### src/design/dpod_pkg.sv
// types and constants for the date period overlap pipeline
package dpod_pkg;

  localparam int YEAR_W  = 14;
  localparam int MONTH_W = 4;
  localparam int DAY_W   = 5;
  localparam int DN_W    = 23;  // day number of years up to 16383
  localparam int DAYS_W  = 22;
  localparam int C100_W  = 8;   // ceil(year / 100)
  localparam int NUM_STAGES = 5;

  localparam logic [DAYS_W-1:0] DAYS_MAX = 22'h3FFFFF;

  // reciprocal for floor(x / 100), exact for x below 43690
  localparam int RECIP_100_SHIFT = 21;
  localparam logic [14:0] RECIP_100 = 15'd20972;

  localparam logic [MONTH_W-1:0] MARCH = 4'd3;

  // days before each month code, codes above twelve add the full year
  localparam logic [8:0] CUM_DAYS [16] = '{
    9'd0, 9'd0, 9'd31, 9'd59, 9'd90, 9'd120, 9'd151, 9'd181,
    9'd212, 9'd243, 9'd273, 9'd304, 9'd334, 9'd365, 9'd365, 9'd365
  };

  typedef struct packed {
    logic [YEAR_W-1:0]  year;
    logic [MONTH_W-1:0] month;
    logic [DAY_W-1:0]   day;
  } date_t;

  // after the multiply stage
  typedef struct packed {
    logic [YEAR_W-1:0]  year;
    logic [MONTH_W-1:0] month;
    logic [DAY_W-1:0]   day;
    logic [DN_W-1:0]    y365;
    logic [C100_W-1:0]  c100;
  } dn_part_t;

  // after the year-base stage
  typedef struct packed {
    logic [DN_W-1:0]    base;
    logic               leap;
    logic [MONTH_W-1:0] month;
    logic [DAY_W-1:0]   day;
  } dn_base_t;

endpackage

### src/design/date_period_overlap_days.sv
// Date period overlap day counter. Each request carries two periods (start and
// end year, month, day) and returns whether they share a date and the day count
// from the later start to the earlier end, last day not counted. The block is a
// five-stage pipeline: date compare and select, year multiply, year base and
// leap test, month and day add, subtract and clamp. It takes one request per
// clock while in_stall is low. Each stage moves on when the stage after it is
// empty or moving, so a stalled output still lets requests fill empty stages;
// in_stall rises only when all five stages hold work and out_stall is high.
module date_period_overlap_days (
  input  logic                          clk,
  input  logic                          rst_n,
  input  logic                          in_valid,
  output logic                          in_stall,
  input  logic [dpod_pkg::YEAR_W-1:0]   in_first_start_year,
  input  logic [dpod_pkg::MONTH_W-1:0]  in_first_start_month,
  input  logic [dpod_pkg::DAY_W-1:0]    in_first_start_day,
  input  logic [dpod_pkg::YEAR_W-1:0]   in_first_end_year,
  input  logic [dpod_pkg::MONTH_W-1:0]  in_first_end_month,
  input  logic [dpod_pkg::DAY_W-1:0]    in_first_end_day,
  input  logic [dpod_pkg::YEAR_W-1:0]   in_second_start_year,
  input  logic [dpod_pkg::MONTH_W-1:0]  in_second_start_month,
  input  logic [dpod_pkg::DAY_W-1:0]    in_second_start_day,
  input  logic [dpod_pkg::YEAR_W-1:0]   in_second_end_year,
  input  logic [dpod_pkg::MONTH_W-1:0]  in_second_end_month,
  input  logic [dpod_pkg::DAY_W-1:0]    in_second_end_day,
  output logic                          out_valid,
  input  logic                          out_stall,
  output logic                          out_periods_overlap,
  output logic [dpod_pkg::DAYS_W-1:0]   out_overlap_days
);
  import dpod_pkg::*;

  // lane 0 is the later start, lane 1 the earlier end
  logic [NUM_STAGES-1:0] v_r, v_nxt, adv;

  date_t    s1_date_r [2];
  date_t    s1_date_nxt [2];
  logic     s1_ov_r, s1_ov_nxt;
  dn_part_t s2_part_r [2];
  dn_part_t s2_part_nxt [2];
  logic     s2_ov_r;
  dn_base_t s3_base_r [2];
  dn_base_t s3_base_nxt [2];
  logic     s3_ov_r;
  logic [DN_W-1:0] s4_dn_r [2];
  logic [DN_W-1:0] s4_dn_nxt [2];
  logic     s4_ov_r;
  logic     out_periods_overlap_r, out_periods_overlap_nxt;
  logic [DAYS_W-1:0] out_overlap_days_r, out_overlap_days_nxt;

  date_t s1, e1, s2, e2;
  logic  e1_lt_s2, e2_lt_s1, s1_lt_s2, e1_lt_e2;

  // ready chain, from the output back to the input
  always_comb begin
    adv[NUM_STAGES-1] = !v_r[NUM_STAGES-1] || !out_stall;
    for (int k = NUM_STAGES - 2; k >= 0; k--) begin
      adv[k] = !v_r[k] || adv[k+1];
    end
    v_nxt[0] = adv[0] ? in_valid : v_r[0];
    for (int k = 1; k < NUM_STAGES; k++) begin
      v_nxt[k] = adv[k] ? v_r[k-1] : v_r[k];
    end
  end

  assign in_stall  = !adv[0];
  assign out_valid = v_r[NUM_STAGES-1];

  always_ff @(posedge clk) begin
    if (!rst_n) begin
      v_r <= '0;
    end else begin
      v_r <= v_nxt;
    end
  end

  // stage 1: date ordering on the packed year/month/day key
  always_comb begin
    s1 = '{year: in_first_start_year, month: in_first_start_month, day: in_first_start_day};
    e1 = '{year: in_first_end_year, month: in_first_end_month, day: in_first_end_day};
    s2 = '{year: in_second_start_year, month: in_second_start_month,
           day: in_second_start_day};
    e2 = '{year: in_second_end_year, month: in_second_end_month, day: in_second_end_day};
    e1_lt_s2 = e1 < s2;
    e2_lt_s1 = e2 < s1;
    s1_lt_s2 = s1 < s2;
    e1_lt_e2 = e1 < e2;
    s1_ov_nxt = !e1_lt_s2 && !e2_lt_s1;
    s1_date_nxt[0] = s1_lt_s2 ? s2 : s1;
    s1_date_nxt[1] = e1_lt_e2 ? e1 : e2;
  end

  // stage 2: 365 * year and ceil(year / 100) by reciprocal
  always_comb begin
    logic [YEAR_W:0] y99;
    logic [29:0]     prod;
    for (int i = 0; i < 2; i++) begin
      y99  = {1'b0, s1_date_r[i].year} + (YEAR_W+1)'(99);
      prod = 30'(y99) * 30'(RECIP_100);
      s2_part_nxt[i].year  = s1_date_r[i].year;
      s2_part_nxt[i].month = s1_date_r[i].month;
      s2_part_nxt[i].day   = s1_date_r[i].day;
      s2_part_nxt[i].y365  = DN_W'(s1_date_r[i].year) * DN_W'(365);
      s2_part_nxt[i].c100  = prod[RECIP_100_SHIFT +: C100_W];
    end
  end

  // stage 3: days of all earlier years and the leap test
  always_comb begin
    logic [YEAR_W-2:0] q4;
    logic [C100_W-3:0] c400;
    logic [YEAR_W:0]   mul100;
    for (int i = 0; i < 2; i++) begin
      q4     = (YEAR_W-1)'(({1'b0, s2_part_r[i].year} + (YEAR_W+1)'(3)) >> 2);
      c400   = (C100_W-2)'(({1'b0, s2_part_r[i].c100} + (C100_W+1)'(3)) >> 2);
      mul100 = (YEAR_W+1)'(s2_part_r[i].c100) * (YEAR_W+1)'(100);
      s3_base_nxt[i].base  = s2_part_r[i].y365 + DN_W'(q4) - DN_W'(s2_part_r[i].c100)
                           + DN_W'(c400);
      // divisible by 4, and either not by 100 or also by 400
      s3_base_nxt[i].leap  = (s2_part_r[i].year[1:0] == 2'b00) &&
                             ((mul100 != {1'b0, s2_part_r[i].year}) ||
                              (s2_part_r[i].c100[1:0] == 2'b00));
      s3_base_nxt[i].month = s2_part_r[i].month;
      s3_base_nxt[i].day   = s2_part_r[i].day;
    end
  end

  // stage 4: add month offset, leap day and day of month
  always_comb begin
    for (int i = 0; i < 2; i++) begin
      s4_dn_nxt[i] = s3_base_r[i].base + DN_W'(CUM_DAYS[s3_base_r[i].month])
                   + DN_W'(s3_base_r[i].leap && (s3_base_r[i].month >= MARCH))
                   + DN_W'(s3_base_r[i].day);
    end
  end

  // stage 5: difference, zero without overlap, clamped at zero and at the field maximum
  always_comb begin
    logic [DN_W:0] diff;
    diff = {1'b0, s4_dn_r[1]} - {1'b0, s4_dn_r[0]};
    out_periods_overlap_nxt = s4_ov_r;
    priority if (!s4_ov_r || diff[DN_W]) begin
      out_overlap_days_nxt = '0;
    end else if (diff[DN_W-1:DAYS_W] != '0) begin
      out_overlap_days_nxt = DAYS_MAX;
    end else begin
      out_overlap_days_nxt = diff[DAYS_W-1:0];
    end
  end

  always_ff @(posedge clk) begin
    if (adv[0]) begin
      s1_date_r <= s1_date_nxt;
      s1_ov_r   <= s1_ov_nxt;
    end
    if (adv[1]) begin
      s2_part_r <= s2_part_nxt;
      s2_ov_r   <= s1_ov_r;
    end
    if (adv[2]) begin
      s3_base_r <= s3_base_nxt;
      s3_ov_r   <= s2_ov_r;
    end
    if (adv[3]) begin
      s4_dn_r <= s4_dn_nxt;
      s4_ov_r <= s3_ov_r;
    end
    if (adv[4]) begin
      out_periods_overlap_r <= out_periods_overlap_nxt;
      out_overlap_days_r    <= out_overlap_days_nxt;
    end
  end

  assign out_periods_overlap = out_periods_overlap_r;
  assign out_overlap_days    = out_overlap_days_r;

endmodule

### config.mk
export PLATFORM = sky130hd
export DESIGN_NAME = date_period_overlap_days
export DESIGN_NICKNAME = d
export VERILOG_FILES = /design/src/design/dpod_pkg.sv /design/src/design/date_period_overlap_days.sv
export SDC_FILE = /design/constraint.sdc
export NUM_CORES = 2
export LEC_CHECK = 0
export ABC_AREA = 1
export ABC_CLOCK_PERIOD_IN_PS = 8000
export BUFFER_PORTS_ARGS = -buffer_cell sky130_fd_sc_hd__buf_2
export CORE_MARGIN = 2
export CORE_UTILIZATION = 62
export DETAILED_ROUTE_END_ITERATION = 12
export PLACE_DENSITY = 0.81
export SYNTH_ARGS = -nofsm -noshare
export SYNTH_HDL_FRONTEND = slang
export SYNTH_SLANG_ARGS = --single-unit
### constraint.sdc
create_clock -name clk -period 8 [get_ports clk]
set_clock_uncertainty 0.1 [all_clocks]
set_input_delay 0.4 -clock clk [delete_from_list [all_inputs] [get_ports clk]]
set_output_delay 0.4 -clock clk [all_outputs]
set_load 0.02 [all_outputs]
* Yosys cells after proc, flatten, opt, wreduce, memory -nomap -nowiden
Memory sizes are Yosys's and may differ from the RTL's.
Cells that the tools add are included.
Widths: inputs -> output; s select.
** Word-level totals
- Memory bits (read-only) :: 288
- Input bits :: 96
- Memories :: 2
- Output and inout port bits :: 25
- Logic and storage cells :: 110
- Bits in registers :: 298
- RAM bits :: 0
- Latch bits :: 0
** Memory list
- (name not given) :: words 16, width 9, read ports 1, clocked after Yosys merged registers in 0, write ports 0, line date_period_overlap_days.sv:131 : s4_dn_nxt[i] = s3_base_r[i].base + DN_W'(CUM_DAYS[s3_base_r[i].month])
- (name not given) :: words 16, width 9, read ports 1, clocked after Yosys merged registers in 0, write ports 0, line date_period_overlap_days.sv:131
** Operators by class
- $add $sub $neg :: 19
- Multiply operators :: 6
- Order comparisons :: 8
- Mux-type cells :: 7
- Divide/modulo/power cells :: 0
- Shift operators :: 0
- Bitwise logic cells :: 2
- Equality and inequality tests :: 2
- Reduce and logical (&&, ||, !) cells :: 27
** Operators with widths (count)
- $lt 23x23->1 :: 4
- $mul 15x13->27 const B :: 2
- $add 23x1->23 :: 2
- $add 23x13->23 :: 2
- $add 23x5->23 :: 2
- $add 23x6->23 :: 2
- $add 23x9->23 :: 2
- $mul 14x9->23 const B :: 2
- $mux 23 :: 2
- $sub 23x8->23 :: 2
- $mux 9 :: 4
- $add 14x2->15 const B :: 2
- $add 14x7->15 const B :: 2
- $ne 15x14->1 :: 2
- $mul 8x5->13 const B :: 2
- $sub 23x23->24 :: 1
- $mux 22 :: 1
- $add 8x2->8 const B :: 2
- $ge 5x5->1 const B :: 2
- $logic_not 1->1 :: 10
- $not 4->5 :: 2
- $ge 4x2->1 const B :: 2
- $logic_not 2->1 :: 4
- $logic_or 1x1->1 :: 8
- $logic_and 1x1->1 :: 5

* Logic depth before layout (Yosys ltp)
- Depth in word-level cells :: 7
- Depth in mapped cells :: 35
- Mapped depth without buffers :: 35

* Least setup slack after synthesis
OpenSTA, ideal clock, no wires.
- Path kind :: input -> register
- Start point :: in out_stall
- End point :: reg s1_date_r[0] in the netlist's numbering (enable)
- Data required time :: 7.498 ns
- Buffers on the path :: 0
- Setup time :: 0.402 ns
- Cell stages on the path :: 9
- Setup slack :: 0.136 ns
- Arrival :: 7.362 ns
- Cells stage by stage :: nand2_1 -> nor2_1 -> inv_1 -> nor2_1 -> inv_1 -> nor2_1 -> inv_1 -> nor2_1 -> inv_1
** Between the ends
- Cells in the longest elaborated chain, start to end :: 6
** Ends and longest elaborated chain
- start, declared :: line date_period_overlap_days.sv:27 : input logic out_stall,
- $logic_not 1->1 :: line date_period_overlap_days.sv:56 : adv[NUM_STAGES-1] = !v_r[NUM_STAGES-1] || !out_stall;
- $logic_or 1x1->1 :: line date_period_overlap_days.sv:56
- $logic_or 1x1->1 :: line date_period_overlap_days.sv:58 : adv[k] = !v_r[k] || adv[k+1];
- net adv[3] :: line date_period_overlap_days.sv:34 : logic [NUM_STAGES-1:0] v_r, v_nxt, adv;
- $logic_or 1x1->1 :: line date_period_overlap_days.sv:58
- net adv[2] :: line date_period_overlap_days.sv:34
- $logic_or 1x1->1 :: line date_period_overlap_days.sv:58
- net adv[1] :: line date_period_overlap_days.sv:34
- $logic_or 1x1->1 :: line date_period_overlap_days.sv:58
- end signal, assigned :: line date_period_overlap_days.sv:153 : s1_date_r <= s1_date_nxt;
- end, declared :: line date_period_overlap_days.sv:36 : date_t s1_date_r [2];
The timed path passes the listed nets, and every way through them passes these cells.
A chain may end at the register's enable or synchronous reset.

==> out/metrics.yaml <==
worst_setup_path:
  start_kind: "register"
  critPathMaxFanout: 7
  worstReg2RegStart: "s1_date_r[9]"
  crit_path_frequent_cell: "inv_1"
  crit_type: "reg2reg"
  cp-end-kind: "register"
  startpoint: "s1_date_r[9]"
  critical-path-max-stage-delay_ns: 0.59
  path_buf_inv: 8
  crit_family: "adder cells"
  required_ns: 8.21
  critical_path.slowest_cell: "edfxtp_1"
  arrival_ns: 6.70
route:
  vias: 27515
  drtAntennaViolNets: 0
  dr.pass1.iters: 5
  drt-initial-drc-count: 1750
  drcViolationCount: 0
  via_per_inst: 5.37
  wl_per_cell_um: 16.7
  wirelength_um: 85500
logic_synthesis:
  synth-compound-area-share_pct: 7.80
  synth_warnings: 0
  syn_area_mm2: 0.0356
  synth_area_per_cell_um2: 8.52
  syn_inst: 4185
  synth_top_family_by_area: "adder cells"
  ys_ff_latch: 294
  synth-main-ff-cell: "edfxtp_1"
  synthMuxAreaShare_pct: 0
  synth_cell_types: 55
  synthSimpleGateAreaFrac_pct: 15.1
  ys_seq_area_share_pct: 24.6
  synth_xor_area_share_pct: 5.65
  synth_fa_ha_area_share_pct: 35.6
  synth_enable_flop_cells: 289
  synthArstFlopShare_pct: 0
  syn-num-nets: 5140
job:
  cap_violations: 0
clock_network:
  cts-root-buf: "clkbuf_16"
  cts_hold_buffers: 2
  postCtsSetupBuffers: 0
  cts.clk_slew.worst_paths_ns: 0.07
  htree_levels: 2
  clk_latency_ns: 0.56
  numCtsBuffers: 36
  cts-resized-gates: 0
  clk_path_buf_depth: 3
  cts_tree: "done"
  cts_sinks: 294
sta:
  relSlewSlack_pct: 33.0
  worst_pin_slew_ns: 1.01
  rsz0062_at_grt: "false"
  finalMaxSlewViolations: 0
  min_period_ns: 6.49
  setup-tns-final_ns: 0
  fmax_mhz: 154
  min_period_over_period_pct: 81.1
  finalHoldViolCount: 0
  final-setup-viol-count: 0
grt:
  globalRouteOverflowTotal: 0
  antenna_found_initial: 11
  grt_max_degree: 75
  grt.total_usage_pct: 29.5
  grt_pass1_wl_um: 140000
  grt_pass1_vias: 28170
floorplan:
  die_x_um: 244
  core_region_area_mm2: 0.0566
  dieHeight_um: 244
  ios: 121
  die-area_mm2: 0.0594
  num_rows: 87
  start_util_pct: 63.0
finish:
  n_fill_cell: 4543
  drive_above_1_share_pct: 5.55
  area_growth_pct: 7.80
  fin_cells: 5122
  multi_input_area_mm2: 0.0229
  fin_nets: 5289
  ff_latch_area_mm2: 0.00878
  fin_util_pct: 67.9
min_path:
  holdCritStartpoint: "rst_n"
  hp-class: "in2reg"
place:
  hpwl_um: 72500
  io_buffer_count: 120
  dpl.cell_count: 5050
  place_congestion: 0.989
outcome:
  status: "finished, final reports clean"
worst paths after layout:
path | cells past startpoint | endpoint | slack (ns)
worst max-delay path | 30 | s2_part_r[5] | 1.51
worst min register to register | 0 | s3_base_r[6] | 0.31
worst min-delay path | 3 | v_r[3] | 0.06
worst max register to register | 30 | s2_part_r[5] | 1.51
metal layers:
layer / track usage [%] / routed length (um) / vias up
li1: - / - / 13696
met1: 37.3 / 35800 / 12830
met2: 51.1 / 40800 / 795
met3: 5.32 / 5880 / 182
met4: 9.49 / 2910 / 12
met5: 0 / 81 / -
cell type report:
class / count / share of cell area, %
Sequential cell: 294 / 22.8
Timing Repair Buffer: 127 / 1.71
Antenna cell: 6 / 0.0391
Tap cell: 756 / 2.46
Inverter: 1040 / 10.2
Clock inverter: 25 / 0.811
Clock buffer: 39 / 2.43
Multi-Input combinational cell: 2835 / 59.5
worst min-delay path: cells and delay by family:
family / cells / cell delay, ns
AO/OA/AOI/OAI: 1 / 0.10
buffers and inverters: 2 / 0.15
stage by stage:
stage / worst slack (ns) / instance area (um2) / hold WS (ns)
global route: 1.03 / 38400 / 0.0836
global placement: 1.69 / 37100 / 0.301
floorplan: 0.136 / 35600 / 0.300
CTS: 1.51 / 38400 / 0.0386
finish: 1.51 / 38400 / 0.0615
detailed placement: 1.54 / 37100 / 0.305
cell families (layout without fill, tap and decap cells):
family | Yosys count | after routing
AND/OR/NAND/NOR | 1256 | 1256
adder cells (fa/ha/maj) | 859 | 859
XOR/XNOR | 223 | 223
flip-flops | 294 | 294
AO/OA/AOI/OAI | 497 | 497
buffers and inverters | 1056 | 1231
other | 0 | 6
cells in the mapped netlist, drive strengths merged (5+ instances only):
cell	n	share of area [%]
nor2	215	2.5
o21bai	33	0.72
a21boi	11	0.23
o31ai	5	0.11
xnor2	74	1.8
or2	5	0.095
ha	601	21
a221oi	5	0.12
nor4	14	0.25
nor3	39	0.55
buf	10	0.18
nand3	150	2.2
nand4	56	0.98
nand3b	10	0.21
a21oi	225	3.2
xor2	149	3.8
inv	1039	11
clkbuf	6	0.063
edfxtp	289	24
o21a	10	0.21
o21ai	168	2.4
dfxtp	5	0.28
a31oi	11	0.19
nand2	762	8.2
a21o	17	0.36
o211ai	5	0.11
fa	258	14
flip-flops by register name, summed over array words and instances (netlist names):
register	cells
s2_part_r	104
s3_base_r	66
s1_date_r	46
s4_dn_r	46
out_overlap_days	22
v_r	5
out_periods_overlap	1
out_periods_overlap_nxt	1
s1_ov_r	1
s2_ov_r	1
s3_ov_r	1
cell usage in the layout, fill, tap and decap left out, types with 6 or more instances in the layout:
cell type and count:
nand3_1 144, edfxtp_1 289, clkbuf_16 37, nand2_1 745
nand4_1 56, a31oi_1 11, a21oi_1 223, nor3_1 39
xnor2_1 73, o21a_1 10, nand2_4 6, ha_1 601
fa_1 258, inv_2 8, a21boi_0 9, nor2_4 6
inv_1 1029, a21o_1 17, clkinv_1 9, nor2_2 6
nand3b_1 10, nand2_2 11, buf_2 120, nor4_1 14
diode_2 6, xor2_1 145, o21bai_1 31, nand3_2 6
o21ai_0 161, nor2_1 201, bufinv_16 7, o21ai_1 6
Power is not shown: default switching activity piles up to over one toggle a cycle in this logic, so the estimate is an artifact.
